File: src/sv/stl_pkg.sv
// Package for the sensor table scaling lookup block.
// Holds table sizing, entry layout, status codes and the scaler request type.
package stl_pkg;

  localparam int TABLE_DEPTH   = 64;
  localparam int FRACTION_BITS = 8;

  localparam int IDX_W   = (TABLE_DEPTH > 1) ? $clog2(TABLE_DEPTH) : 1;
  localparam int CNT_W   = $clog2(TABLE_DEPTH + 1);
  localparam int ID_W    = 16;
  localparam int RAW_W   = 16;
  localparam int RANGE_W = 16;
  localparam int RES_W   = 5;
  localparam int STAT_W  = 3;
  localparam int VALUE_W = 24;

  typedef struct packed {
    logic [ID_W-1:0]           id;
    logic signed [RANGE_W-1:0] rmin;
    logic signed [RANGE_W-1:0] rmax;
    logic [RES_W-1:0]          res;
    logic                      act;
  } stl_entry_t;

  localparam int ENTRY_W = $bits(stl_entry_t);

  typedef struct packed {
    logic                      start;
    logic [RAW_W-1:0]          raw;
    logic signed [RANGE_W-1:0] rmin;
    logic signed [RANGE_W-1:0] rmax;
    logic [RES_W-1:0]          res;
  } stl_scl_req_t;

  localparam logic [STAT_W-1:0] ST_OK       = 3'd0;
  localparam logic [STAT_W-1:0] ST_DUP      = 3'd1;
  localparam logic [STAT_W-1:0] ST_INACTIVE = 3'd2;
  localparam logic [STAT_W-1:0] ST_NOTFOUND = 3'd3;
  localparam logic [STAT_W-1:0] ST_FULL     = 3'd4;
  localparam logic [STAT_W-1:0] ST_STORED   = 3'd5;

  localparam logic OP_APPEND  = 1'b0;
  localparam logic OP_CONVERT = 1'b1;

endpackage

File: src/sv/stl_scale.sv
// Three-stage linear scaler: multiply, floor shift plus offset, saturate.
// Depends on stl_pkg.
module stl_scale
  import stl_pkg::*;
(
  input  logic                      clk,
  input  logic                      rst_n,
  input  stl_scl_req_t              req,
  output logic                      done,
  output logic signed [VALUE_W-1:0] value
);

  localparam int PROD_W = 2 * (RANGE_W + 1);
  localparam int TERM_W = PROD_W + FRACTION_BITS;
  localparam int SUM_W  = TERM_W + 1;
  localparam logic signed [SUM_W-1:0] SAT_HI = (SUM_W'(1) <<< (VALUE_W - 1)) - SUM_W'(1);
  localparam logic signed [SUM_W-1:0] SAT_LO = -(SUM_W'(1) <<< (VALUE_W - 1));

  logic                      v1_r, v2_r, v3_r;
  logic signed [PROD_W-1:0]  prod_r;
  logic signed [RANGE_W-1:0] rmin1_r;
  logic [RES_W-1:0]          res1_r;
  logic signed [SUM_W-1:0]   sum_r;
  logic signed [VALUE_W-1:0] value_r;

  logic signed [RANGE_W:0]   span;
  logic signed [PROD_W-1:0]  prod_nxt;
  logic signed [TERM_W-1:0]  term;
  logic signed [TERM_W-1:0]  part;
  logic signed [SUM_W-1:0]   sum_nxt;
  logic signed [VALUE_W-1:0] value_nxt;

  always_comb begin
    span     = (RANGE_W + 1)'(req.rmax) - (RANGE_W + 1)'(req.rmin);
    prod_nxt = $signed({1'b0, req.raw}) * span;
    term     = TERM_W'(prod_r) <<< FRACTION_BITS;
    part     = term >>> res1_r;
    sum_nxt  = (SUM_W'(rmin1_r) <<< FRACTION_BITS) + SUM_W'(part);
    if (sum_r > SAT_HI) begin
      value_nxt = VALUE_W'(SAT_HI);
    end else if (sum_r < SAT_LO) begin
      value_nxt = VALUE_W'(SAT_LO);
    end else begin
      value_nxt = VALUE_W'(sum_r);
    end
  end

  always_ff @(posedge clk) begin
    if (!rst_n) begin
      v1_r <= 1'b0;
      v2_r <= 1'b0;
      v3_r <= 1'b0;
    end else begin
      v1_r <= req.start;
      v2_r <= v1_r;
      v3_r <= v2_r;
    end
    prod_r  <= prod_nxt;
    rmin1_r <= req.rmin;
    res1_r  <= req.res;
    sum_r   <= sum_nxt;
    value_r <= value_nxt;
  end

  assign done  = v3_r;
  assign value = value_r;

endmodule

File: config.mk
export PLATFORM = sky130hd
export DESIGN_NAME = stl_scale
export DESIGN_NICKNAME = d
export VERILOG_FILES = /design/src/sv/stl_pkg.sv /design/src/sv/stl_scale.sv
export SDC_FILE = /design/constraint.sdc
export NUM_CORES = 1
export LEC_CHECK = 0
export BUFFER_PORTS_ARGS = -buffer_cell sky130_fd_sc_hd__buf_2
export CAP_MARGIN = 20
export CORE_MARGIN = 2
export CORE_UTILIZATION = 42
export DETAILED_ROUTE_END_ITERATION = 16
export GPL_TIMING_DRIVEN = 0
export PLACE_DENSITY_LB_ADDON = 0.3
export SLEW_MARGIN = 20
export SYNTH_ARGS = -nofsm -noshare
export SYNTH_HDL_FRONTEND = slang
export SYNTH_SLANG_ARGS = --single-unit
File: constraint.sdc
create_clock -name clk -period 16.2 [get_ports clk]
set_clock_uncertainty 0.2 [all_clocks]
set_input_delay 0 -clock clk [delete_from_list [all_inputs] [get_ports clk]]
set_output_delay 0 -clock clk [all_outputs]
set_load 0.1 [all_outputs]
==> metrics.csv, run 1 <==
metric,value,unit
finalSetupViolations,0,
met2_usage,0.380,
ios,81,
nets,2565,
fillers,3895,
die_x,206,µm
grt_use_met1,0.324,
ant_nets,0,
cts_buffer_depth,2,
cp_common_cell,fa_1,
met3_usage,0.0456,
grt_setup_unrepaired,no,
synth_edf_count,0,
pre_cts_slack,7570,ps
hold_path_class,input port to register,
cp.arrival,8940,ps
port_buffers,80,
async_flop_share,0,
viasPerCell,5.40,
firstDrtPassIters,5,
synthTopCellsByArea,"fa_1 25%, dfxtp_1 15%, ha_1 13%, inv_1 6.6%, nand2_1 5.4%",
instances_no_fill,2659,
placed_cells,2598,
grt_max_degree,20,
worst_slack,7410,ps
antenna_found_initial,0,
timing.final.max_slew_violations,0,
initial_core_util,0.428,
totalWireLength,48700,µm
place.detailed.hpwl,40400,µm
path_class,input port to register,
synth_most_common_cell,inv_1,
min_period_over_period,0.543,
crit_path_max_fanout,10,
num_rows,73,
routedWlPerCell,18.3,µm
place_area,0.0182,mm²
tns,0,ps
grt_pass1_vias,14500,
synth_ff_type,dfxtp_1,
route.vias.total,14400,
synth_cells,1993,
grtUsageTotal,0.235,
grt_pass1_wl,77600,µm
synth_fp_nets,2438,
synth_warnings,0,
relSlewSlack,0.207,
slowest_delay,800,ps
drc_errors,0,
clkTransAtPathRegs,60,ps
worst_path_max_delay_cell,xnor2_1,
cp-start-kind,input port,
numCtsBuffers,17,
busiest_layer,met2,
timing.max_cap.violations,0,
die_h,206,µm
initialDrtViolationCount,1102,
grt.overflow.total,0,
yosys-top-cells-count,"300 x inv_1, 248 x nand2_1, 211 x fa_1, 178 x ha_1, 125 x dfxtp_1",
required,16350,ps
cts_resized,0,
final_area,0.0190,mm²
ys_seq_elements,125,
synth_seq_area_share,0.146,
die_area,0.0424,mm²
status,"complete, no violations",
worst_pin_slew,1190,ps
cts_tree,done,
netlist.area_leader.share,0.247,
ys_types,72,
end_kind,register,
netlist_area,0.0171,mm²
synth_top_area_cell,fa_1,
fp.coreArea,0.0400,mm²
h-tree-depth,4,
cts.sinks,125,
fmax,0.114,GHz
drive_gt1_frac,0.0877,
clk-insertion-delay-late,430,ps
gp_congestion,0.928,
layout_min_cycle_time,8790,ps
clockRootBuffer,clkbuf_16,
syn-mean-instance-area,8.59,µm²
final_hold_viol_count,0,
synthToLayoutAreaGrowth,11.2,%
==> layer usage <==
layer | routed length (µm) | part of all wire
met1 | 21800 | 0.45
met2 | 22200 | 0.46
met3 | 3510 | 0.072
met4 | 1160 | 0.024
met5 | 0 | 0
==> path summary, 6_finish.rpt <==
kind / from / to / slack [ps] / depth (start not counted)
hold / removal: req[5] / prod_r[0]$_DFF_P_ / 5 / 4
hold reg to reg: sum_r[22]$_DFF_P_ / value[22]$_SDFF_PN1_ / 230 / 2
setup / recovery: req[23] / prod_r[31]$_DFF_P_ / 7410 / 29
setup reg to reg: res1_r[1]$_DFF_P_ / sum_r[41]$_DFF_P_ / 10730 / 15
==> registers in the layout, indices dropped and copies added, names as in the netlist <==
register and cells:
v2_r 1, prod_r 34, done 1, sum_r 43
res1_r 5, v1_r 1, value 24, rmin1_r 16
==> cells in the final DEF (no fill, tap or decap), drive strengths merged, types with 5 or more instances in the layout <==
cell type    count
o21ai           82
and2            84
nand3           36
a221oi           6
o21a            15
mux2            15
and3             9
nand2b          12
nor2b           44
o31ai           13
mux2i           44
nand2          248
mux4            18
nor3            21
o211ai          13
o21bai          10
clkbuf          87
nor2           123
nor4            11
dlygate4sd3     27
ha             178
a21oi           73
a31oi           13
buf            104
xnor2           44
a211oi          15
a21o            31
dfxtp          125
fa             211
xor2            24
a21boi           5
nand4           23
or3              5
inv            308
==> area by class of cell <==
class                           instances  area, µm²  share of cell area
Sequential cell                       125       2500               0.132
Buffer                                 91        378              0.0199
Clock inverter                         13        128             0.00671
Antenna cell                            1       2.50            0.000132
Multi-Input combinational cell       1476      13100               0.689
Timing Repair Buffer                  108        678              0.0356
Tap cell                              525        657              0.0345
Inverter                              301       1130              0.0594
Clock buffer                           19        443              0.0233
==> critical path, delay by kind of cell <==
| family | cells | cell delay, ps |
|---|---|---|
| compound gates | 10 | 2360 |
| xor+xnor | 2 | 930 |
| fa+ha+maj | 8 | 3990 |
| buf+inv | 7 | 1310 |
| simple gates | 2 | 330 |
==> metrics by stage <==
| stage | hold WS (ps) | util |
|---|---|---|
| after detailed placement | -95.2 | 0.454 |
| final | 4.60 | 0.476 |
| after global placement | -97.2 | 0.454 |
| after global routing | 14.9 | 0.476 |
| after CTS | 1.37 | 0.475 |
| after floorplan | -172 | - |
==> logic make-up after synthesis <==
family,after synthesis,synth area share
simple gates,625,0.172
buf+inv,392,0.0881
fa+ha+maj,389,0.377
compound gates,317,0.122
flops,125,0.146
mux,77,0.0593
xor+xnor,68,0.0348
==> timing repair <==
action | 4_1_cts | 5_1_grt
buffers inserted | 0 | 0
endpoints found under the hold margin | 26 | 0
hold buffers | 27 | 0
Power of run 1 is not shown: default switching activity piles up to over one toggle a cycle in this logic, so the estimate is an artifact.
==> run 2, diff against run 1 <==
ABC_AREA = 1   (was unset)
clock period = 7.5 ns   (was 16.2 ns; I/O delays follow)
==> metrics.csv, run 2 <==
metric,value,unit,change
multiInputGateArea,0.0133,mm²,was 0.0131 mm²
die_area,0.0441,mm²,was 0.0424 mm²
grt_max_degree,20,,unchanged
endpoint,prod_r[29]$_DFF_P_,,was prod_r[31]$_DFF_P_
drive_gt1_frac,0.0709,,was 0.0877
firstDrtPassIters,5,,unchanged
async_flop_share,0,,unchanged
path_class,input port to register,,unchanged
routedWlPerCell,18.2,µm,was 18.3 µm
antenna_found_initial,1,,was 0
synthToLayoutAreaGrowth,10.8,%,was 11.2%
crit_start,req[22],,was req[23]
grt_pass1_vias,17400,,was 14500
synth_top_area_cell,fa_1,,unchanged
r2r-end,sum_r[40]$_DFF_P_,,was sum_r[41]$_DFF_P_
totalWireLength,58700,µm,was 48700 µm
holdWs,17.9,ps,was 4.60 ps
viasPerCell,5.28,,was 5.40
status,"complete, no violations",,unchanged
ant_nets,0,,unchanged
synth_seq_area_share,0.140,,was 0.146
die_x,210,µm,was 206 µm
end_kind,register,,unchanged
h-tree-depth,4,,unchanged
cp-start-kind,input port,,unchanged
finalSetupViolations,0,,unchanged
clkTransAtPathRegs,60,ps,about the same
cp.arrival,7330,ps,was 8940 ps
timing.max_cap.violations,0,,unchanged
crit_path_max_fanout,10,,unchanged
worst_pin_slew,973,ps,was 1190 ps
most-common-layout-cells,"641 x nand2_1, 465 x inv_1, 283 x nand3_1, 230 x nor2_1, 211 x fa_1",,"was 300 x inv_1, 248 x nand2_1, 211 x fa_1, 178 x ha_1, 125 x dfxtp_1"
relSlewSlack,0.348,,was 0.207
largest_reg_flops,43,,unchanged
ios,81,,unchanged
place.detailed.hpwl,49500,µm,was 40400 µm
r2r_cells,19,,was 15
numCtsBuffers,17,,unchanged
min_period_over_period,0.963,,
route.vias.total,17100,,was 14400
ys_types,41,,was 72
initial_core_util,0.425,,was 0.428
grt.overflow.total,0,,unchanged
timing.final.max_slew_violations,0,,unchanged
nets,3128,,was 2565
hold_path_class,input port to register,,unchanged
synth_fp_nets,3005,,was 2438
synth_ff_type,dfxtp_1,,unchanged
netlist.area_leader.share,0.237,,was 0.247
syn-mean-instance-area,6.96,µm²,was 8.59 µm²
final_hold_viol_count,0,,unchanged
cts_buffer_depth,2,,unchanged
drc_errors,0,,unchanged
fillers,4325,,was 3895
cts_setup_buffers,0,,unchanged
tns,0,ps,unchanged
layout_min_cycle_time,7220,ps,
yosys-top-cells-count,"645 x nand2_1, 466 x inv_1, 283 x nand3_1, 231 x nor2_1, 211 x fa_1",,"was 300 x inv_1, 248 x nand2_1, 211 x fa_1, 178 x ha_1, 125 x dfxtp_1"
grt_pass1_wl,93600,µm,was 77600 µm
r2r-start,res1_r[2]$_DFF_P_,,was res1_r[1]$_DFF_P_
cts.sinks,125,,unchanged
cts_tree,done,,unchanged
final_area,0.0198,mm²,was 0.0190 mm²
place_area,0.0189,mm²,was 0.0182 mm²
port_buffers,77,,was 80
num_rows,75,,was 73
fmax,0.138,GHz,
required,7610,ps,was 16350 ps
clk-insertion-delay-late,440,ps,was 430 ps
clockRootBuffer,clkbuf_16,,unchanged
synth_cells,2560,,was 1993
gp_congestion,1.01,,was 0.928
synth_most_common_cell,nand2_1,,was inv_1
reg2reg_setup_slack,3420,ps,was 10730 ps
grt_setup_unrepaired,no,,unchanged
netlist_area,0.0178,mm²,was 0.0171 mm²
grtUsageTotal,0.274,,was 0.235
ys_seq_elements,125,,unchanged
synth_warnings,0,,unchanged
synthTopCellsByArea,"fa_1 24%, dfxtp_1 14%, nand2_1 14%, ha_1 12%, inv_1 9.8%",,"was fa_1 25%, dfxtp_1 15%, ha_1 13%, inv_1 6.6%, nand2_1 5.4%"
top_register,sum_r,,unchanged
synth_edf_count,0,,unchanged
final_common_cell,nand2_1,,was inv_1
post-route-util,0.471,,was 0.476
fp.coreArea,0.0419,mm²,was 0.0400 mm²
die_h,210,µm,was 206 µm
regArea,0.00250,mm²,unchanged
initialDrtViolationCount,1229,,was 1102
## run 2: changes by cell type after synthesis, moves of 44 or more
cell,before,now
nand2_1,248,645
nand3_1,36,283
inv_1,300,466
nor2_1,122,231
and2_1,84,1
nor2b_1,44,0
## run 2: metal layers
layer | global-route usage | vias to the layer above | share of wire
met5 | 0 | - | 0
met4 | 0.131 | 0 | 0.047
li1 | - | 8197 | -
met2 | 0.477 | 646 | 0.48
met1 | 0.340 | 8074 | 0.41
met3 | 0.0286 | 153 | 0.058
## run 2: final cells by class
class,count,share of cell area
diodes,1,0.000127
plain buffers,74,0.0167
clock buffers,18,0.0217
clock inverters,13,0.00595
inverters,476,0.0904
multi-input cells,1885,0.671
flip-flops and latches,125,0.127
well taps,539,0.0341
repair buffers,104,0.0332
## run 2: per-stage QoR
stage / worst slack (ps) / std cells
floorplan: 1280 / 2560
global placement: 79.0 / 3176
detailed placement: 22.9 / 3176
CTS: 93.1 / 3234
global route: 3.93 / 3235
finish: 279 / 3235
## run 2: what timing repair did
action | 4_1_cts | 5_1_grt
hold buffers | 27 | 0
setup endpoints to repair | 0 | 20
hold endpoints to repair | 24 | 0
resized for setup | 0 | 20
## run 2: logic make-up after synthesis
group | count (synthesis) | synth area share
mux | 1 | 0.000561
fa+ha+maj | 389 | 0.362
simple gates | 1249 | 0.296
compound gates | 208 | 0.0632
flops | 125 | 0.140
xor+xnor | 38 | 0.0195
buf+inv | 550 | 0.118
## run 2: critical path, cell delays in order
cell and delay, ps:
dlygate4sd3_1 530, buf_2 180, fa_1 460, inv_1 80, nand3_1 60, nand2_1 170
xor2_2 770, inv_1 410, nor2_1 190, ha_1 270, fa_1 490, inv_1 50
fa_1 490, inv_1 50, fa_1 480, fa_1 560, inv_1 60, fa_1 570
inv_1 80, ha_1 420, nand2_1 120, nor2_1 210, inv_1 150, nor3_1 190
nand2_1 100, nand4_1 80, nand2_1 70
## run 2: worst min path at each step
stage / start / end / cells past startpoint
after floorplan: req[0] / res1_r[0]$_DFF_P_ / 0
after global placement: req[4] / res1_r[4]$_DFF_P_ / 1
after detailed placement: req[3] / res1_r[3]$_DFF_P_ / 1
after CTS: req[4] / res1_r[4]$_DFF_P_ / 2
after global routing: req[4] / res1_r[4]$_DFF_P_ / 2
final: req[4] / res1_r[4]$_DFF_P_ / 2
Power of run 2 is left out for the same reason.
