--- src/sv/stl_ram.sv ---
// Generic single-port-write, single-port-read RAM with registered read data.
// No dependencies.
module stl_ram #(
  parameter int WIDTH = 8,
  parameter int DEPTH = 16
) (
  input  logic                                        clk,
  input  logic                                        wr_en,
  input  logic [((DEPTH > 1) ? $clog2(DEPTH) : 1)-1:0] wr_addr,
  input  logic [WIDTH-1:0]                            wr_data,
  input  logic [((DEPTH > 1) ? $clog2(DEPTH) : 1)-1:0] rd_addr,
  output logic [WIDTH-1:0]                            rd_data
);

  logic [WIDTH-1:0] mem [DEPTH];

  always_ff @(posedge clk) begin
    if (wr_en) begin
      mem[wr_addr] <= wr_data;
    end
    rd_data <= mem[rd_addr];
  end

endmodule

--- config.mk ---
export PLATFORM = sky130hd
export DESIGN_NAME = stl_ram
export DESIGN_NICKNAME = d
export VERILOG_FILES = /design/src/sv/stl_ram.sv
export SDC_FILE = /design/constraint.sdc
export NUM_CORES = 1
export LEC_CHECK = 0
export BUFFER_PORTS_ARGS = -buffer_cell sky130_fd_sc_hd__clkbuf_2
export CELL_PAD_IN_SITES_DETAIL_PLACEMENT = 1
export CELL_PAD_IN_SITES_GLOBAL_PLACEMENT = 2
export CORE_MARGIN = 2
export CORE_UTILIZATION = 52
export DETAILED_ROUTE_END_ITERATION = 10
export PLACE_DENSITY_LB_ADDON = 0.12
export SETUP_SLACK_MARGIN = 0.3
export SLEW_MARGIN = 20
export SYNTH_ARGS = -nofsm -noshare
export SYNTH_HDL_FRONTEND = slang
export SYNTH_SLANG_ARGS = --single-unit
--- constraint.sdc ---
create_clock -name clk -period 4.45 [get_ports clk]
set_input_delay 0.445 -clock clk [delete_from_list [all_inputs] [get_ports clk]]
set_output_delay 0.445 -clock clk [all_outputs]
set_load 0.01 [all_outputs]
==> flow_metrics.env, run 1 <==
export IMPL_synth_cell_types=19
export IMPL_hold_viol=0
export IMPL_power_frac_seq=0.497
export IMPL_clock_skew_final_ps=7.865
export IMPL_ant_nets=0
export IMPL_fmax_mhz=511.0
export IMPL_final_setup_tns_ps=0
export IMPL_synth_xor_area_frac=0
export IMPL_area_growth_pct=15.58
export IMPL_syn_instance_count=229
export IMPL_antenna_found_initial=0
export IMPL_hp_class="in2reg"
export IMPL_pwr_share_comb=0.044
export IMPL_slew_headroom=0.3600
export IMPL_num_vias=2388
export IMPL_synth_top_family_by_area="multiplexers"
export IMPL_synthAdderAreaFrac=0
export IMPL_period_share=0.4398
export IMPL_clockRootBuffer="clkbuf_8"
export IMPL_diodes=0
export IMPL_power_leakage_nw=1.997
export IMPL_power_density_nw_per_um2=488.1
export IMPL_clk_pin_slew_ps=60
export IMPL_grt_pass1_vias=2488
export IMPL_grt_pass1_wl_um=15640
export IMPL_ios=26
export IMPL_pwr_share_clk=0.458
export IMPL_rows=36
export IMPL_cts_resized=0
export IMPL_max_cap_violations=0
export IMPL_ctsHoldBuffers=0
export IMPL_cts_tree="done"
export IMPL_critPathKind="in2reg"
export IMPL_power_switching_share=0.1991
export IMPL_io_buffers=25
export IMPL_clock_latency_ps=530
export IMPL_die_area_um2=10710
export IMPL_post_cts_buffers=0
export IMPL_internal_power_mw=2.326
export IMPL_nets=285
export IMPL_setup_violations_final=0
export IMPL_ff_latch_area_um2=4004
export IMPL_switchingPower_mw=0.5781
export IMPL_arrival_ps=2360
export IMPL_drive_above_1_share=0.2760
export IMPL_synthSimpleGateAreaFrac=0.03184
export IMPL_synth_nets=247
export IMPL_syn_avg_cell_area_um2=22.48
export IMPL_drv_slew=0
export IMPL_h_tree_depth=4
export IMPL_track_usage=0.2206
export IMPL_vdd_ir_drop_worst_uv=290.3
export IMPL_synth_area_mux_share=0.1502
export IMPL_drtIter0Drc=135
export IMPL_ys_warnings_count=0
export IMPL_fillCellCount=806
export IMPL_gp_congestion=0.6965
export IMPL_die_h_um=103.5
export IMPL_coreArea_um2=9684
export IMPL_clock_path_buffers=2
export IMPL_cts_buffers=17
export IMPL_initial_core_util=0.5315
export IMPL_routed_via_density=5.796
export IMPL_place_area_um2=5393
export IMPL_worstPathMaxFanout=21
export IMPL_routed_wl_um=10460
export IMPL_ys_ff_latch=136
export IMPL_ys_seq_area_frac=0.7778
export IMPL_cp_required_ps=4850
export IMPL_period_needed_ps=1957
export IMPL_overflow=0
export IMPL_grt_max_degree=33
export IMPL_worst_pin_slew_ps=956.4
export IMPL_synth_compound_area_frac=0.02333
export IMPL_fin_cells=412
export IMPL_end_kind="register"
export IMPL_dpl_cell_count=381
export IMPL_die_width_um=103.5
export IMPL_drc=0
export IMPL_multi_input_area_um2=1067
export IMPL_critPathLaunchType="input port"
export IMPL_hpwl_um=6425
export IMPL_clock_sinks=136
export IMPL_final_util=0.6143
export IMPL_syn_area_um2=5147
export IMPL_avgRoutedWirePerCell_um=25.39
export IMPL_dr_pass1_iters=5
export IMPL_rsz0062_at_grt="no"
export IMPL_stdcell_area_um2=5949
export IMPL_status="completed"
==> path summary, 6_finish.rpt <==
| path | startpoint | to | slack, ps | cells after the start |
|---|---|---|---|---|
| max | rd_addr[0] | rd_data[6] | 2490 | 5 |
| min | wr_data[7] | mem[13][7] | 350 | 1 |
| min reg2reg | mem[7][7] | rd_data[7] | 680 | 3 |
| max reg2reg | mem[9][3] | rd_data[3] | 2940 | 3 |
==> metal layers <==
layer  vias up  routed length, um  GRT usage
met3        11                486    0.06452
met2        65               5078     0.3196
met4         0                150    0.07996
met5         -                  0          0
met1      1262               4744     0.3237
li1       1050                  -          -
==> cell families after synthesis <==
group | count (synthesis)
AOI/OAI and AO/OA | 16
buffers and inverters | 10
DFF | 136
muxes | 32
and+or+nand+nor | 35
==> synthesized netlist by cell type <==
master,n,area share
edfxtp_1,128,0.75
mux4_2,18,0.079
a22oi_1,16,0.023
mux4_1,14,0.071
nor2_1,13,0.0095
nand2_1,9,0.0066
dfxtp_1,8,0.031
nor3_1,4,0.0039
buf_2,3,0.0029
buf_6,3,0.0066
clkdlybuf4s25_2,3,0.0058
nand2b_1,2,0.0024
nand3b_1,2,0.0029
and2_1,1,0.0012
and2b_1,1,0.0015
buf_4,1,0.0015
nand3_1,1,0.00097
nor2b_1,1,0.0012
or3b_2,1,0.0017
==> layout make-up <==
| type | instances | area share |
|---|---|---|
| clock buffers | 20 | 0.07150 |
| clock inverters | 11 | 0.02208 |
| multi-input cells | 83 | 0.1794 |
| flip-flops and latches | 136 | 0.6730 |
| well taps | 133 | 0.02797 |
| repair buffers | 29 | 0.02608 |
==> per-stage QoR <==
stage	total power, mW	worst slack (ps)	hold slack (ps)
global placement	1.597	1829	662.0
finish	2.904	2493	347.4
floorplan	1.542	2512	543.9
global route	2.984	2365	363.7
detailed placement	1.601	1916	673.4
CTS	2.924	2453	325.2
==> state kept, by name, indices dropped and copies added (netlist names) <==
register / count
mem: 128
rd_data: 8
==> worst max-delay path: stages <==
cell and delay, ps:
clkbuf_2 600, buf_4 380, mux4_2 540, a22oi_1 280, nand2_1 80
==> power by group through the flow <==
stage | combinational [mW] | clock [mW] | sequential [mW]
floorplan | 0.0727 | 0 | 1.47
global placement | 0.127 | 0 | 1.47
detailed placement | 0.131 | 0 | 1.47
CTS | 0.131 | 1.35 | 1.44
global route | 0.141 | 1.40 | 1.45
finish | 0.128 | 1.33 | 1.44
==> layout by cell type, fill, tap and decap left out <==
master        n
clkinv_1      1
and2_1        1
nor2_1       13
mux4_2       18
or3b_2        1
clkbuf_2     25
mux4_1       14
nand2b_1      2
clkbuf_16    16
nand2_1       9
clkinv_2      6
nor2b_1       1
buf_4         4
nand3b_1      2
clkbuf_8      1
a22oi_1      16
nand3_1       1
edfxtp_1    128
and2b_1       1
nor3_2        2
nor3_1        2
clkbuf_1      3
dfxtp_1       8
bufinv_16     3
clkinvlp_4    1
Power figures use the tool's default switching activity.
==> run 2, diff against run 1 <==
--- a/config.mk
+++ b/config.mk
@@ -5,11 +5,12 @@
 export SDC_FILE = /design/constraint.sdc
 export NUM_CORES = 1
 export LEC_CHECK = 0
+export ABC_AREA = 1
 export BUFFER_PORTS_ARGS = -buffer_cell sky130_fd_sc_hd__clkbuf_2
 export CELL_PAD_IN_SITES_DETAIL_PLACEMENT = 1
 export CELL_PAD_IN_SITES_GLOBAL_PLACEMENT = 2
 export CORE_MARGIN = 2
-export CORE_UTILIZATION = 52
+export CORE_UTILIZATION = 36
 export DETAILED_ROUTE_END_ITERATION = 10
 export PLACE_DENSITY_LB_ADDON = 0.12
 export SETUP_SLACK_MARGIN = 0.3
==> constraint.sdc (replaced) <==
create_clock -name clk -period 1.6 [get_ports clk]
set_input_delay 0.16 -clock clk [delete_from_list [all_inputs] [get_ports clk]]
set_output_delay 0.16 -clock clk [all_outputs]
set_load 0.01 [all_outputs]
==> run 2 against run 1 <==
Wire length is 44% higher. Critical path depth is 4 lower. Die area increased by 59%. Design area grew 16%. Synthesized cell count up 140%. Hold slack got worse by 130 ps. Count of clock-buffer cells in the layout is 3 lower. Non-clock buffer count rose by 24. Power grew to 2.9 times the previous value. Worst setup slack worse by 2000 ps. Sequential share of layout area down 9.1 points.
==> flow_metrics.env, run 2 <==
export IMPL_final_setup_tns_ps=0
export IMPL_avgRoutedWirePerCell_um=18.22
export IMPL_power_switching_share=0.2139
export IMPL_slowest_delay_ps=390
export IMPL_min_from="rd_addr[3]"
export IMPL_clock_skew_final_ps=8.754
export IMPL_fillCellCount=1781
export IMPL_synthTopCellsByCount="173 x nand2_1, 128 x edfxtp_1, 100 x inv_1, 97 x nand3_1, 17 x nor2_1"
export IMPL_status="completed"
export IMPL_overflow=0
export IMPL_timing_rr_start="mem[13][0]"
export IMPL_top_register="mem"
export IMPL_cp_buffers_inverters=1
export IMPL_area_growth_pct=19.25
export IMPL_die_width_um=130.6
export IMPL_worst_pin_slew_ps=431.8
export IMPL_dr_pass1_iters=4
export IMPL_synth_edff_count=128
export IMPL_antenna_found_initial=0
export IMPL_pwr_share_clk=0.470
export IMPL_period_needed_ps=1134
export IMPL_power_frac_seq=0.469
export IMPL_cts_resized=0
export IMPL_max_cap_violations=0
export IMPL_cp_required_ps=1440
export IMPL_coreArea_um2=15770
export IMPL_ant_nets=0
export IMPL_die_area_um2=17050
export IMPL_rsz0062_at_grt="no"
export IMPL_cp_slowest_cell="dfxtp_1"
export IMPL_ys_seq_area_frac=0.6943
export IMPL_clockRootBuffer="clkbuf_16"
export IMPL_ios=26
export IMPL_drv_slew=0
export IMPL_hold_viol=0
export IMPL_die_h_um=130.6
export IMPL_drive_above_1_share=0.1375
export IMPL_ys_warnings_count=0
export IMPL_ys_ff_latch=136
export IMPL_critical_path_top_delay_family="flip-flops"
export IMPL_r2r_cells=6
export IMPL_post_cts_buffers=0
export IMPL_gp_congestion=0.7812
export IMPL_synth_ff_type="edfxtp_1"
export IMPL_highest_layer="met4"
export IMPL_cts_buffers=17
export IMPL_cts_tree="done"
export IMPL_setup_violations_final=0
export IMPL_hp_class="in2reg"
export IMPL_synth_area_leader_cell="edfxtp_1"
export IMPL_diodes=0
export IMPL_power_density_nw_per_um2=1244
export IMPL_clock_path_buffers=2
export IMPL_total_power_mw=8.557
export IMPL_clk_pin_slew_ps=50
export IMPL_arrival_ps=970
export IMPL_multi_input_area_um2=1214
export IMPL_ctsHoldBuffers=0
export IMPL_io_buffers=25
export IMPL_num_vias=3832
export IMPL_slew_headroom=0.7118
export IMPL_syn_avg_cell_area_um2=10.47
export IMPL_r2r_end="rd_data[0]"
export IMPL_drtIter0Drc=164
export IMPL_critPathLaunchType="register"
export IMPL_syn_area_um2=5767
export IMPL_synth_cell_types=12
export IMPL_end_kind="primary output"
export IMPL_async_flop_share=0
export IMPL_h_tree_depth=4
export IMPL_hold_depth=4
export IMPL_critPathKind="reg2out"
export IMPL_synth_most_common_cell="nand2_1"
export IMPL_final_common_cell="nand2_1"
export IMPL_routed_wl_um=15060
export IMPL_fmax_mhz=881.7
export IMPL_routed_via_density=4.634
export IMPL_power_leakage_nw=2.977
export IMPL_synth_area_leaders="edfxtp_1 67%, nand2_1 11%, nand3_1 8.4%"
export IMPL_drc=0
export IMPL_clock_latency_ps=420
export IMPL_nets=617
export IMPL_synth_nets=569
export IMPL_hpwl_um=9817
export IMPL_whs_ps=216.4
export IMPL_setup_slack_ps=465.8
export IMPL_grt_pass1_wl_um=23240
export IMPL_grt_max_degree=33
export IMPL_r2r_slack_ps=570
export IMPL_path_cells="clkbuf_2"
export IMPL_top_regs="mem x128, rd_data x8"
export IMPL_syn_instance_count=551
export IMPL_clock_sinks=136
export IMPL_grt_pass1_vias=4013
export IMPL_pre_cts_ws_ps=271.4
export IMPL_ff_latch_area_um2=4004
export IMPL_fin_cells=827
export IMPL_internal_power_mw=6.727
export IMPL_period_share=0.7089
export IMPL_worstPathMaxFanout=1
export IMPL_dpl_cell_count=796
export IMPL_m1WireLength_um=6681
export IMPL_synth_top_area_share=0.6665
export IMPL_hold_path_endpoint="rd_data[3]"
export IMPL_pwr_share_comb=0.061
export IMPL_vdd_ir_drop_worst_uv=792.5
export IMPL_final_cell_mix="173 x nand2_1, 128 x edfxtp_1, 100 x inv_1"
export IMPL_dr_wl_met2_um=7355
export IMPL_wl_met3_um=762
export IMPL_switchingPower_mw=1.830
export IMPL_track_usage=0.1923
export IMPL_initial_core_util=0.3657
export IMPL_largest_reg_flops=128
export IMPL_rows=46
==> run 2: cell count changes after synthesis, sizes merged, moves of 3 or more <==
cell / previous run / this run
nand2: 9 / 173
inv: 0 / 102
nand3: 1 / 97
mux4: 32 / 0
buf: 7 / 24
a22oi: 16 / 0
nor2: 13 / 17
nor3: 4 / 0
clkdlybuf4s25: 3 / 0
==> run 2: metrics by stage <==
stage | instance area [um^2] | util
floorplan | 5767 | -
global placement | 6269 | 0.3975
detailed placement | 6269 | 0.3975
CTS | 6877 | 0.4361
global route | 6877 | 0.4361
finish | 6877 | 0.4361
==> run 2: final cells by class <==
type | instances | share of cell area
multi-input combinational | 289 | 0.1765
timing repair buffer | 53 | 0.05786
tap | 216 | 0.03930
inverter | 102 | 0.05568
clock inverter | 14 | 0.02656
clock buffer | 17 | 0.06186
sequential | 136 | 0.5822
==> run 2: how the worst max path moves through the flow <==
| stage | from | endpoint | slack (ps) | depth (start not counted) |
|---|---|---|---|---|
| 4_1_cts | rd_data[3] | rd_data[3] | 430 | 1 |
| 6_report | rd_data[6] | rd_data[6] | 470 | 1 |
| 5_1_grt | rd_data[3] | rd_data[3] | 410 | 1 |
| 3_5_place_dp | rd_addr[0] | rd_data[0] | 270 | 7 |
| 2_1_floorplan | wr_addr[2] | mem[10][0] | 490 | 2 |
| 3_3_place_gp | rd_addr[0] | rd_data[0] | 260 | 7 |
==> run 2: kinds of logic (layout without fill, tap and decap cells) <==
group / after synthesis / after routing / share of synthesized area
and+or+nand+nor: 289 / 289 / 0.2105
DFF: 136 / 136 / 0.6943
buffers and inverters: 126 / 186 / 0.09525
==> run 2: metal layers <==
layer | GRT usage | up-vias
met3 | 0.03705 | 21
met1 | 0.2539 | 1856
li1 | - | 1870
met5 | 0 | -
met4 | 0.07259 | 0
met2 | 0.3168 | 85
==> run 2: power groups by stage <==
| stage | logic [mW] | registers, mW | clock network (mW) |
|---|---|---|---|
| 2_1_floorplan | 0.281 | 4.09 | 0 |
| 3_3_place_gp | 0.530 | 4.09 | 0 |
| 3_5_place_dp | 0.534 | 4.09 | 0 |
| 4_1_cts | 0.540 | 4.01 | 4.10 |
| 5_1_grt | 0.594 | 4.02 | 4.24 |
| 6_report | 0.524 | 4.01 | 4.02 |
==> run 2: worst register-to-register path: stages, from the launching register on <==
cell and delay (ps):
edfxtp_1 360, inv_1 60, nand2_1 40, nand3_1 90, nand3_1 130, nand3_1 170
nand2_1 60
==> run 3, diff against run 2 <==
--- a/config.mk
+++ b/config.mk
@@ -10,7 +10,7 @@
 export CELL_PAD_IN_SITES_DETAIL_PLACEMENT = 1
 export CELL_PAD_IN_SITES_GLOBAL_PLACEMENT = 2
 export CORE_MARGIN = 2
-export CORE_UTILIZATION = 36
+export CORE_UTILIZATION = 40
 export DETAILED_ROUTE_END_ITERATION = 10
 export PLACE_DENSITY_LB_ADDON = 0.12
 export SETUP_SLACK_MARGIN = 0.3
==> constraint.sdc (replaced) <==
create_clock -name clk -period 1.1 [get_ports clk]
set_input_delay 0.11 -clock clk [delete_from_list [all_inputs] [get_ports clk]]
set_output_delay 0.11 -clock clk [all_outputs]
set_load 0.01 [all_outputs]
==> run 3 against run 2 <==
Sequential share of layout area fell by 3.9 points. Power rose by 45%. Die area fell by 9.7%. Non-clock buffer count rose by 12. Global-route usage rose by 3.9 points. Sequential power rose by 46%. Core utilization rose by 9.2 points. Combinational power rose by 90%. Worst setup slack got worse by 380 ps. Final cell count fell by 2.8%. First-iteration DRC count rose by 140%.
==> flow_metrics.env, run 3 (synthesis results as in run 2) <==
export IMPL_status="completed"
export IMPL_worstPathMaxFanout=1
export IMPL_r2r_cells=6
export IMPL_hold_path_endpoint="rd_data[1]"
export IMPL_rsz0062_at_grt="yes"
export IMPL_pre_cts_ws_ps=-196.7
export IMPL_clock_sinks=136
export IMPL_num_vias=3989
export IMPL_largest_reg_flops=128
export IMPL_cp_required_ps=1410
export IMPL_end_kind="register"
export IMPL_final_cell_mix="166 x nand2_1, 128 x edfxtp_1, 96 x inv_1"
export IMPL_cts_tree="done"
export IMPL_critPathLaunchType="register"
export IMPL_worst_pin_slew_ps=476.5
export IMPL_nets=629
export IMPL_routed_wl_um=15970
export IMPL_fin_cells=804
export IMPL_power_frac_seq=0.473
export IMPL_top_register="mem"
export IMPL_pwr_share_clk=0.447
export IMPL_initial_core_util=0.4123
export IMPL_ant_nets=0
export IMPL_hold_depth=4
export IMPL_drive_above_1_share=0.2676
export IMPL_final_util=0.5283
export IMPL_hp_class="in2reg"
export IMPL_rows=43
export IMPL_clk_pin_slew_ps=60
export IMPL_io_buffers=25
export IMPL_diodes=0
export IMPL_die_h_um=124.1
export IMPL_overflow=0
export IMPL_clockRootBuffer="clkbuf_16"
export IMPL_drtIter0Drc=396
export IMPL_r2r_end="rd_data[3]"
export IMPL_max_cap_violations=0
export IMPL_power_switching_share=0.2176
export IMPL_vdd_ir_drop_worst_uv=1148
export IMPL_routed_via_density=4.961
export IMPL_avgRoutedWirePerCell_um=19.87
export IMPL_r2r_slack_ps=90
export IMPL_internal_power_mw=9.695
export IMPL_dr_pass1_iters=5
export IMPL_arrival_ps=1330
export IMPL_total_power_mw=12.39
export IMPL_clock_latency_ps=420
export IMPL_critPathKind="reg2reg"
export IMPL_die_width_um=124.1
export IMPL_hpwl_um=10450
export IMPL_grt_pass1_wl_um=25060
export IMPL_hold_viol=0
export IMPL_period_needed_ps=1013
export IMPL_final_common_cell="nand2_1"
export IMPL_clock_skew_final_ps=8.712
export IMPL_drc=0
export IMPL_power_leakage_nw=3.155
export IMPL_min_from="rd_addr[3]"
export IMPL_period_share=0.9211
export IMPL_pwr_share_comb=0.080
export IMPL_die_area_um2=15390
export IMPL_power_density_nw_per_um2=1677
export IMPL_ios=26
export IMPL_cts_buffers=17
export IMPL_fmax_mhz=987.0
export IMPL_gp_congestion=0.8362
export IMPL_setup_violations_final=0
export IMPL_clock_path_buffers=2
export IMPL_h_tree_depth=4
export IMPL_coreArea_um2=13990
export IMPL_slew_headroom=0.6819
export IMPL_final_setup_tns_ps=0
export IMPL_area_growth_pct=28.14
export IMPL_switchingPower_mw=2.696
export IMPL_grt_max_degree=45
export IMPL_top_regs="mem x128, rd_data x8"
export IMPL_dpl_cell_count=772
export IMPL_grt_pass1_vias=4266
export IMPL_antenna_found_initial=0
export IMPL_drv_slew=0
export IMPL_track_usage=0.2317
export IMPL_timing_rr_start="mem[3][3]"
export IMPL_setup_slack_ps=86.81
[run 3: cell types whose count changed in the layout (fill, tap and decap cells not counted), sizes merged]
cell	delta
buf	+20
bufinv	-3
clkbuf	+5
clkinv	-6
clkinvlp	-1
inv	-2
[run 3: worst max-delay path by stage]
stage | startpoint | slack [ps] | cells past startpoint | end
2_1_floorplan | wr_addr[2] | 120 | 2 | mem[10][0]
3_3_place_gp | rd_addr[0] | -140 | 8 | rd_data[4]
3_5_place_dp | rd_addr[0] | -200 | 8 | rd_data[3]
4_1_cts | rd_data[1] | 60 | 1 | rd_data[1]
5_1_grt | mem[3][3] | 50 | 6 | rd_data[3]
6_report | mem[3][3] | 90 | 6 | rd_data[3]
[run 3: critical path, stage by stage (launching register included)]
cell	delay [ps]
edfxtp_1	360
nand2_1	90
nand2_1	80
nand2_1	90
nand3_2	100
nand3_2	130
nand2_1	60
[run 3: cell type report]
type / instances / area [um^2]
Multi-Input combinational cell: 289 / 1556
Timing Repair Buffer: 65 / 625.6
Clock buffer: 30 / 544.3
Tap cell: 180 / 225.2
Fill cell: 1513 / 6599
Sequential cell: 136 / 4013
Inverter: 102 / 390.4
Clock inverter: 2 / 35.03
[run 3: repair_timing]
item                       4_1_cts  5_1_grt
gates resized for setup         40       30
setup buffers                    0        0
setup endpoints to repair       16       45
hold buffers                     0        0
pin swaps                       33       18
[run 3: power by group through the flow]
stage | clock [mW] | combinational [mW] | sequential [mW]
after floorplan | 0 | 0.447 | 5.95
after global placement | 0 | 0.878 | 5.94
after detailed placement | 0 | 0.897 | 5.95
after CTS | 5.62 | 0.964 | 5.85
after global routing | 5.81 | 1.10 | 5.87
final | 5.54 | 0.996 | 5.86
[run 3: stage by stage]
stage          hold slack (ps)  instance area [um^2]
2_1_floorplan            208.9                  5909
3_3_place_gp             501.6                  6526
3_5_place_dp             503.4                  6526
4_1_cts                  144.1                  7284
5_1_grt                  178.9                  7390
6_report                 162.2                  7390
[run 3: per-layer routing]
metal  part of all wire  up-vias  global-route usage  wire length [um]
met5                  0        -                   0                 0
met4              0.020        0             0.09340               319
met3              0.033       24             0.04212               535
met2               0.49       72              0.3764              7868
met1               0.45     1995              0.3081              7251
li1                   -     1898                   -                 -
